==> config.mk <==
export PLATFORM = sky130hd
export DESIGN_NAME = speed_odometer_battery_display_core
export DESIGN_NICKNAME = d
export VERILOG_FILES = /design/src/sobd_pkg.sv /design/src/sobd_battery.sv /design/src/sobd_speed.sv /design/src/sobd_odometer.sv /design/src/speed_odometer_battery_display_core.sv
export SDC_FILE = /design/constraint.sdc
export NUM_CORES = 1
export LEC_CHECK = 0
export BUFFER_PORTS_ARGS = -buffer_cell sky130_fd_sc_hd__buf_2
export CORE_MARGIN = 2
export CORE_UTILIZATION = 40
export CTS_CLUSTER_DIAMETER = 30
export DETAILED_ROUTE_END_ITERATION = 8
export PLACE_DENSITY = 0.63
export SETUP_SLACK_MARGIN = 0.2
export SYNTH_ARGS = -nofsm -noshare
export SYNTH_HDL_FRONTEND = slang
export SYNTH_SLANG_ARGS = --single-unit
==> constraint.sdc <==
create_clock -name clk -period 14 [get_ports clk]
set_clock_uncertainty 0.05 [all_clocks]
set_input_delay 2.8 -clock clk [delete_from_list [all_inputs] [get_ports clk]]
set_output_delay 2.8 -clock clk [all_outputs]
set_load 0.01 [all_outputs]
==> src/sobd_pkg.sv <==
`default_nettype none
// ----------------------------------------------------------------------------
// Speed, odometer and battery display package
// Shared types, segment codes and the digit to segment encoder.
// ----------------------------------------------------------------------------
package sobd_pkg;

    typedef logic [3:0] digit_t;
    typedef logic [6:0] seg_t;

    typedef struct packed {
        digit_t hundreds;
        digit_t tens;
        digit_t units;
    } bcd3_t;

    typedef struct packed {
        seg_t tens;
        seg_t units;
    } seg_pair_t;

    // Configuration register indexes.
    localparam logic CFG_ALARM_THRESHOLD = 1'b0;
    localparam logic CFG_KM_DISTANCE     = 1'b1;

    localparam int CFG_DATA_W = 16;
    localparam int THRESH_W   = 9;
    localparam int KM_DIST_W  = 16;

    localparam logic [THRESH_W-1:0]  ALARM_THRESHOLD_RESET = 9'd40;
    localparam logic [KM_DIST_W-1:0] KM_DISTANCE_RESET     = 16'd1000;

    // Status patterns for the battery pair, active low, a in bit 6.
    localparam seg_t SEG_LO_TENS    = 7'h71;
    localparam seg_t SEG_LO_UNITS   = 7'h62;
    localparam seg_t SEG_FULL_TENS  = 7'h38;
    localparam seg_t SEG_FULL_UNITS = 7'h71;
    localparam seg_t SEG_BLANK      = 7'h7F;

    localparam logic [8:0] VOLTS_LOW_MAX  = 9'd41;
    localparam logic [8:0] VOLTS_FULL_MIN = 9'd52;
    localparam logic [8:0] VOLTS_PCT_BASE = 9'd42;

    function automatic seg_t digit_seg(input digit_t d);
        seg_t s;
        case (d)
            4'd0:    s = 7'h01;
            4'd1:    s = 7'h4F;
            4'd2:    s = 7'h12;
            4'd3:    s = 7'h06;
            4'd4:    s = 7'h4C;
            4'd5:    s = 7'h24;
            4'd6:    s = 7'h20;
            4'd7:    s = 7'h0F;
            4'd8:    s = 7'h00;
            4'd9:    s = 7'h04;
            default: s = SEG_BLANK;
        endcase
        return s;
    endfunction

endpackage
`default_nettype wire

==> src/sobd_battery.sv <==
`default_nettype none
// ----------------------------------------------------------------------------
// Battery display logic
// Turns the converter code into volts, the battery digit pair and the alarm.
// ----------------------------------------------------------------------------
module sobd_battery (
    input  wire logic [7:0]                    adc_code,
    input  wire logic                          dvm_mode,
    input  wire logic [sobd_pkg::THRESH_W-1:0] alarm_threshold,
    output sobd_pkg::seg_pair_t                segs,
    output logic                               alarm
);
    import sobd_pkg::*;

    logic [8:0]  volts;
    logic [16:0] volts_x205;
    logic [5:0]  volts_div10;
    logic [9:0]  q_x13;
    logic [2:0]  q_div10;
    logic [8:0]  units_full;
    logic [5:0]  tens_full;
    logic [8:0]  pct_off;
    digit_t      v_tens;
    digit_t      v_units;
    digit_t      pct_digit;

    assign volts = {adc_code, 1'b0};

    // Divide by ten through a reciprocal multiply; exact for every 9 bit volts value.
    assign volts_x205  = 17'(volts) * 17'd205;
    assign volts_div10 = volts_x205[16:11];
    assign units_full  = volts - 9'(volts_div10) * 9'd10;
    assign v_units     = units_full[3:0];

    assign q_x13     = 10'(volts_div10) * 10'd13;
    assign q_div10   = q_x13[9:7];
    assign tens_full = volts_div10 - 6'(q_div10) * 6'd10;
    assign v_tens    = tens_full[3:0];

    // Between the low and full marks the percentage is 11 times the offset,
    // so both of its digits equal the offset itself.
    assign pct_off   = volts - VOLTS_PCT_BASE;
    assign pct_digit = pct_off[3:0];

    always_comb
    begin
        if (!dvm_mode)
        begin
            segs.tens  = digit_seg(v_tens);
            segs.units = digit_seg(v_units);
        end
        else if (volts <= VOLTS_LOW_MAX)
        begin
            segs.tens  = SEG_LO_TENS;
            segs.units = SEG_LO_UNITS;
        end
        else if (volts >= VOLTS_FULL_MIN)
        begin
            segs.tens  = SEG_FULL_TENS;
            segs.units = SEG_FULL_UNITS;
        end
        else
        begin
            segs.tens  = digit_seg(pct_digit);
            segs.units = digit_seg(pct_digit);
        end
    end

    assign alarm = (volts <= alarm_threshold);

endmodule
`default_nettype wire

==> src/sobd_speed.sv <==
`default_nettype none
// ----------------------------------------------------------------------------
// Speed digits
// Scales the pulse count by 2.7 and splits the speed into decimal digits.
// ----------------------------------------------------------------------------
module sobd_speed (
    input  wire logic [7:0] pulse_count,
    output sobd_pkg::bcd3_t digits
);
    import sobd_pkg::*;

    logic [25:0] scaled;
    logic [9:0]  speed;
    logic [14:0] speed_x41;
    logic [2:0]  hundreds;
    logic [9:0]  rem_full;
    logic [6:0]  rem;
    logic [14:0] rem_x205;
    digit_t      tens;
    logic [6:0]  units_full;

    // 27/10 folded into one multiply by 27 * 6554 and a 16 bit shift.
    assign scaled = 26'(pulse_count) * 26'd176958;
    assign speed  = scaled[25:16];

    assign speed_x41 = 15'(speed) * 15'd41;
    assign hundreds  = speed_x41[14:12];
    assign rem_full  = speed - 10'(hundreds) * 10'd100;
    assign rem       = rem_full[6:0];

    assign rem_x205   = 15'(rem) * 15'd205;
    assign tens       = rem_x205[14:11];
    assign units_full = rem - 7'(tens) * 7'd10;

    assign digits.hundreds = 4'(hundreds);
    assign digits.tens     = tens;
    assign digits.units    = units_full[3:0];

endmodule
`default_nettype wire

==> src/sobd_odometer.sv <==
`default_nettype none
// ----------------------------------------------------------------------------
// Odometer
// Accumulates distance per period and counts kilometres, with a decimal copy
// of the low three digits of the kilometre count.
// ----------------------------------------------------------------------------
module sobd_odometer (
    input  wire logic                           clk,
    input  wire logic                           rst_n,
    input  wire logic                           step,
    input  wire logic [7:0]                     pulse_count,
    input  wire logic [sobd_pkg::KM_DIST_W-1:0] km_distance,
    output sobd_pkg::bcd3_t                     km_digits_next
);
    import sobd_pkg::*;

    logic [15:0] distance_acc_reg;
    logic [15:0] distance_acc_next;
    logic [15:0] km_count_reg;
    logic [15:0] km_count_next;
    bcd3_t       km_bcd_reg;
    bcd3_t       km_bcd_next;
    bcd3_t       km_bcd_inc;
    logic [11:0] pulse_x9;
    logic [9:0]  distance_inc;
    logic [16:0] sum;
    logic        roll;

    assign pulse_x9     = 12'(pulse_count) * 12'd9;
    assign distance_inc = pulse_x9[11:2];
    assign sum          = 17'(distance_acc_reg) + 17'(distance_inc);
    assign roll         = (sum >= 17'(km_distance));

    always_comb
    begin
        km_bcd_inc = km_bcd_reg;
        if (km_bcd_reg.units != 4'd9)
        begin
            km_bcd_inc.units = km_bcd_reg.units + 4'd1;
        end
        else
        begin
            km_bcd_inc.units = 4'd0;
            if (km_bcd_reg.tens != 4'd9)
            begin
                km_bcd_inc.tens = km_bcd_reg.tens + 4'd1;
            end
            else
            begin
                km_bcd_inc.tens = 4'd0;
                if (km_bcd_reg.hundreds != 4'd9)
                begin
                    km_bcd_inc.hundreds = km_bcd_reg.hundreds + 4'd1;
                end
                else
                begin
                    km_bcd_inc.hundreds = 4'd0;
                end
            end
        end
    end

    always_comb
    begin
        distance_acc_next = distance_acc_reg;
        km_count_next     = km_count_reg;
        km_bcd_next       = km_bcd_reg;
        if (step)
        begin
            if (roll)
            begin
                distance_acc_next = '0;
                km_count_next     = km_count_reg + 16'd1;
                // The binary count wraps at 65536, where the low decimal
                // digits restart from zero rather than following on.
                if (km_count_reg == 16'hFFFF)
                begin
                    km_bcd_next = '0;
                end
                else
                begin
                    km_bcd_next = km_bcd_inc;
                end
            end
            else
            begin
                distance_acc_next = sum[15:0];
            end
        end
    end

    assign km_digits_next = km_bcd_next;

    always_ff @(posedge clk or negedge rst_n)
    begin
        if (!rst_n)
        begin
            distance_acc_reg <= '0;
            km_count_reg     <= '0;
            km_bcd_reg       <= '0;
        end
        else
        begin
            distance_acc_reg <= distance_acc_next;
            km_count_reg     <= km_count_next;
            km_bcd_reg       <= km_bcd_next;
        end
    end

`ifndef ASSERT_OFF
    a_acc_below_limit: assert property (@(posedge clk) disable iff (!rst_n)
        step |=> (distance_acc_reg < $past(km_distance)) || (distance_acc_reg == 16'd0))
        else $error("distance accumulator left at or above the kilometre distance");

    a_bcd_digits_valid: assert property (@(posedge clk) disable iff (!rst_n)
        (km_bcd_reg.units <= 4'd9) && (km_bcd_reg.tens <= 4'd9)
        && (km_bcd_reg.hundreds <= 4'd9))
        else $error("kilometre decimal digit out of range");

    a_count_holds_idle: assert property (@(posedge clk) disable iff (!rst_n)
        !step |=> $stable(km_bcd_reg) && $stable(km_count_reg)
        && $stable(distance_acc_reg))
        else $error("odometer state changed without a step");
`endif

endmodule
`default_nettype wire

==> src/speed_odometer_battery_display_core.sv <==
`default_nettype none
// ----------------------------------------------------------------------------
// Speed, odometer and battery display core
// Input register, single pass of display logic, result register.
// ----------------------------------------------------------------------------
// One word is taken per measurement period and produces one result word of
// eight active-low seven-segment digits plus the battery alarm. The core
// accepts a word every clock cycle while in_stall is low. A word is held in
// the input register and then moves into the result register, whose contents
// are presented at the output. The odometer state is updated as the word
// moves into the result register. The result register lets a new word enter
// while the previous result is still stalled; input stall rises only when
// both registers are full and the output is stalled. Configuration writes
// take effect at the next clock edge and should only be made while the core
// is empty.
module speed_odometer_battery_display_core (
    input  wire logic                            clk,
    input  wire logic                            rst_n,
    input  wire logic                            cfg_we,
    input  wire logic                            cfg_index,
    input  wire logic [sobd_pkg::CFG_DATA_W-1:0] cfg_data,
    input  wire logic                            in_valid,
    output logic                                 in_stall,
    input  wire logic [7:0]                      adc_code,
    input  wire logic [7:0]                      pulse_count,
    input  wire logic                            dvm_mode,
    output logic                                 out_valid,
    input  wire logic                            out_stall,
    output sobd_pkg::seg_t                       battery_tens_seg,
    output sobd_pkg::seg_t                       battery_units_seg,
    output sobd_pkg::seg_t                       speed_hundreds_seg,
    output sobd_pkg::seg_t                       speed_tens_seg,
    output sobd_pkg::seg_t                       speed_units_seg,
    output sobd_pkg::seg_t                       km_hundreds_seg,
    output sobd_pkg::seg_t                       km_tens_seg,
    output sobd_pkg::seg_t                       km_units_seg,
    output logic                                 alarm
);
    import sobd_pkg::*;

    typedef struct packed {
        seg_pair_t battery;
        seg_t      speed_hundreds;
        seg_t      speed_tens;
        seg_t      speed_units;
        seg_t      km_hundreds;
        seg_t      km_tens;
        seg_t      km_units;
        logic      alarm;
    } result_t;

    logic [THRESH_W-1:0]  alarm_threshold_reg;
    logic [KM_DIST_W-1:0] km_distance_reg;

    logic       in_valid_reg;
    logic       in_valid_next;
    logic [7:0] adc_code_reg;
    logic [7:0] pulse_count_reg;
    logic       dvm_mode_reg;

    logic       out_valid_reg;
    logic       out_valid_next;
    result_t    result_reg;
    result_t    result_next;

    logic       accept_in;
    logic       advance;

    seg_pair_t  battery_segs;
    logic       alarm_now;
    bcd3_t      speed_digits;
    bcd3_t      km_digits;

    // Configuration registers.
    always_ff @(posedge clk or negedge rst_n)
    begin
        if (!rst_n)
        begin
            alarm_threshold_reg <= ALARM_THRESHOLD_RESET;
            km_distance_reg     <= KM_DISTANCE_RESET;
        end
        else if (cfg_we)
        begin
            case (cfg_index)
                CFG_ALARM_THRESHOLD: alarm_threshold_reg <= cfg_data[THRESH_W-1:0];
                CFG_KM_DISTANCE:     km_distance_reg     <= cfg_data[KM_DIST_W-1:0];
                default:             ;
            endcase
        end
    end

    // The input word moves on whenever the result register is free or drains.
    assign advance        = in_valid_reg && (!out_valid_reg || !out_stall);
    assign in_stall       = in_valid_reg && out_valid_reg && out_stall;
    assign accept_in      = in_valid && !in_stall;
    assign in_valid_next  = accept_in || (in_valid_reg && !advance);
    assign out_valid_next = advance || (out_valid_reg && out_stall);

    always_ff @(posedge clk or negedge rst_n)
    begin
        if (!rst_n)
        begin
            in_valid_reg  <= 1'b0;
            out_valid_reg <= 1'b0;
        end
        else
        begin
            in_valid_reg  <= in_valid_next;
            out_valid_reg <= out_valid_next;
        end
    end

    always_ff @(posedge clk)
    begin
        if (accept_in)
        begin
            adc_code_reg    <= adc_code;
            pulse_count_reg <= pulse_count;
            dvm_mode_reg    <= dvm_mode;
        end
    end

    sobd_battery u_battery (
        .adc_code        (adc_code_reg),
        .dvm_mode        (dvm_mode_reg),
        .alarm_threshold (alarm_threshold_reg),
        .segs            (battery_segs),
        .alarm           (alarm_now)
    );

    sobd_speed u_speed (
        .pulse_count (pulse_count_reg),
        .digits      (speed_digits)
    );

    sobd_odometer u_odometer (
        .clk            (clk),
        .rst_n          (rst_n),
        .step           (advance),
        .pulse_count    (pulse_count_reg),
        .km_distance    (km_distance_reg),
        .km_digits_next (km_digits)
    );

    always_comb
    begin
        result_next.battery        = battery_segs;
        result_next.speed_hundreds = digit_seg(speed_digits.hundreds);
        result_next.speed_tens     = digit_seg(speed_digits.tens);
        result_next.speed_units    = digit_seg(speed_digits.units);
        result_next.km_hundreds    = digit_seg(km_digits.hundreds);
        result_next.km_tens        = digit_seg(km_digits.tens);
        result_next.km_units       = digit_seg(km_digits.units);
        result_next.alarm          = alarm_now;
    end

    always_ff @(posedge clk)
    begin
        if (advance)
        begin
            result_reg <= result_next;
        end
    end

    assign out_valid          = out_valid_reg;
    assign battery_tens_seg   = result_reg.battery.tens;
    assign battery_units_seg  = result_reg.battery.units;
    assign speed_hundreds_seg = result_reg.speed_hundreds;
    assign speed_tens_seg     = result_reg.speed_tens;
    assign speed_units_seg    = result_reg.speed_units;
    assign km_hundreds_seg    = result_reg.km_hundreds;
    assign km_tens_seg        = result_reg.km_tens;
    assign km_units_seg       = result_reg.km_units;
    assign alarm              = result_reg.alarm;

`ifndef ASSERT_OFF
    a_accept_fills_input: assert property (@(posedge clk) disable iff (!rst_n)
        accept_in |=> in_valid_reg)
        else $error("accepted word did not reach the input register");

    a_advance_fills_output: assert property (@(posedge clk) disable iff (!rst_n)
        advance |=> out_valid_reg)
        else $error("word moved on but no result is presented");

    a_drain_empties_output: assert property (@(posedge clk) disable iff (!rst_n)
        out_valid_reg && !out_stall && !in_valid_reg |=> !out_valid_reg)
        else $error("result repeated after it was taken");
`endif

endmodule
`default_nettype wire

==> metrics.yaml <==
synthesis:
  synth_flop_cell: "edfxtp_1"
  synthDistinctLibCells: 81
  syn-cell-area_sq_mm: 0.0139
  synthArstFlopShare: 0.493
  ys_seq_elements: 144
  synth.area.top_cells: "ha_1 24%, edfxtp_1 16%, dfrtp_1 11%"
  ys_seq_area_frac: 0.287
  synth_edf_count: 73
  synth.avg_cell_area_sq_um: 9.95
  synth_fp_nets: 1766
  ys_warn_count: 0
  synth_cells: 1392
  synth_top_area_share: 0.244
  synth_top_area_cell: "ha_1"
layout:
  nets: 1885
  drive_above_1_share: 0.144
  num-fill-cells: 3223
  area_growth_pct: 12.8
floorplanning:
  dieWidth_um: 190
  die_h_um: 190
  dieArea_sq_mm: 0.0361
  fp-row-count: 68
  fp.coreArea_sq_mm: 0.0343
  start_util: 0.404
  ios: 98
route:
  drtAntennaViolNets: 0
  drt-wirelength-per-cell_um: 14.0
  vias_per_cell: 5.05
  wirelength_um: 27800
  drtIter0Drc: 382
  vias: 10006
  first_pass_iters: 7
  drc: 0
place:
  numPortBuffers: 97
  dp_hpwl_um: 21900
  gp_congestion: 0.860
setup_path:
  slowest_delay_ns: 0.54
  slowest_stage: "fa_1"
  cp.arrival_ns: 13.31
  critPathCaptureType: "register"
  r2r-start: "pulse_count_reg[5]"
  crit_family: "adder cells"
  crit_top_cell: "inv_1"
  critPathBufInv: 12
  cp.required_ns: 14.12
  critPathMaxFanout: 6
  crit_start: "pulse_count_reg[5]"
  startpoint_type: "register"
  critical_path_class: "register to register"
sta:
  finalSetupViolCount: 0
  finalMaxSlewViolations: 0
  tightestPinTransition_ns: 0.986
  fin_crit_sh: 0.942
  fmax_ghz: 0.0758
  period_needed_ns: 13.19
  rsz0062_at_grt: "no"
  setup_tns_ns: 0
  hold_viol_final: 0
  maxSlewHeadroom: 0.342
cts:
  clk_root_buffer_cell: "clkbuf_16"
  cts.htree.levels: 4
  clockBufferDepth: 2
  clkLatencyLatePin_ns: 0.43
  cts_buffers: 17
  clk_pin_slew_worst_paths_ns: 0.06
  cts_tree: "done"
  cts_sinks: 144
grt:
  antenna_found_initial: 6
  grt_use_total: 0.162
  gr-total-overflow: 0
  grt_pass1_wl_um: 47800
  grt_pass1_vias: 10173
  grt_max_degree: 72
worst_hold_path:
  holdCritStartpoint: "u_odometer.km_count_reg[9]"
  worstHoldPathType: "register to register"
run:
  cap_violations: 0
outcome:
  status: "complete, no violations"
==> repair_timing <==
| action | in CTS | in global routing |
|---|---|---|
| resized for setup | 1 | 15 |
| setup endpoints to repair | 1 | 7 |
| cloned | 0 | 0 |
| pin swaps | 0 | 3 |
| hold buffers | 0 | 0 |
| setup buffers | 1 | 12 |
==> metal layers <==
metal	global-route usage	routed length (um)	share of wire	vias to the layer above
met1	0.197	12400	0.45	4809
met5	0	27	0.00097	-
met3	0.0301	1010	0.036	39
met4	0.0498	467	0.017	4
li1	-	-	-	5015
met2	0.290	13900	0.50	139
==> cell usage in the layout (no fill, tap or decap), types with 12 or more instances in the layout <==
cell and instances:
ha_1 269, inv_1 242, nand2_1 96, buf_2 96, edfxtp_1 73, a21oi_1 66, o21ai_0 66, fa_1 65
dfrtp_1 63, nor2_1 54, xnor2_1 43, nand3_1 26, xor2_1 25, mux2_2 22, buf_4 22, and3_1 18
a21o_1 18, clkbuf_16 17, nand4_1 14, nor3_1 13, o21a_1 12, nor2b_1 12
==> final cells by class <==
type | count | area, sq um | share of cell area
Timing Repair Buffer | 118 | 646 | 0.0413
Multi-Input combinational cell | 983 | 8950 | 0.573
Tap cell | 455 | 569 | 0.0364
Clock buffer | 23 | 478 | 0.0306
Inverter | 247 | 932 | 0.0597
Clock inverter | 9 | 60.1 | 0.00384
Antenna cell | 4 | 10.0 | 0.000641
Sequential cell | 144 | 3980 | 0.255
==> synth_stat cells (26+ instances only) <==
master	instances
nor2_1	54
a21oi_1	67
o21ai_0	66
nand3_1	26
dfrtp_1	63
edfxtp_1	73
ha_1	270
fa_1	65
inv_1	245
xor2_1	27
nand2_1	96
xnor2_1	46
==> per-stage QoR <==
step	area (sq um)	worst slack, ns	utilization	instances	hold WS [ns]
5_1_grt	15600	0.150	0.455	1980	0.435
2_1_floorplan	13900	1.11	-	1392	0.384
3_3_place_gp	14900	0.591	0.434	1934	0.398
3_5_place_dp	14900	0.163	0.434	1934	0.410
4_1_cts	15400	0.203	0.450	1967	0.417
6_report	15600	0.811	0.456	1983	0.424
==> cells by family after synthesis <==
kind of cell | share of synthesized area
buffers and inverters | 0.0730
adder cells (fa/ha/maj) | 0.340
XOR/XNOR | 0.0546
multiplexers | 0.0258
flip-flops | 0.287
AND/OR/NAND/NOR | 0.0954
AO/OA/AOI/OAI | 0.124
==> worst paths after layout <==
check,end,slack (ns),cells after the start
max,speed_units_seg[1],0.81,57
min,u_odometer.km_count_reg[9],0.42,1
max reg2reg,speed_units_seg[1],0.81,57
min reg2reg,u_odometer.km_count_reg[9],0.42,1
max in group asynchronous,u_odometer.distance_acc_reg[6],10.82,1
min in group asynchronous,u_odometer.km_bcd_reg[1],2.44,1
Power is not shown: default switching activity piles up to over one toggle a cycle in this logic, so the estimate is an artifact.
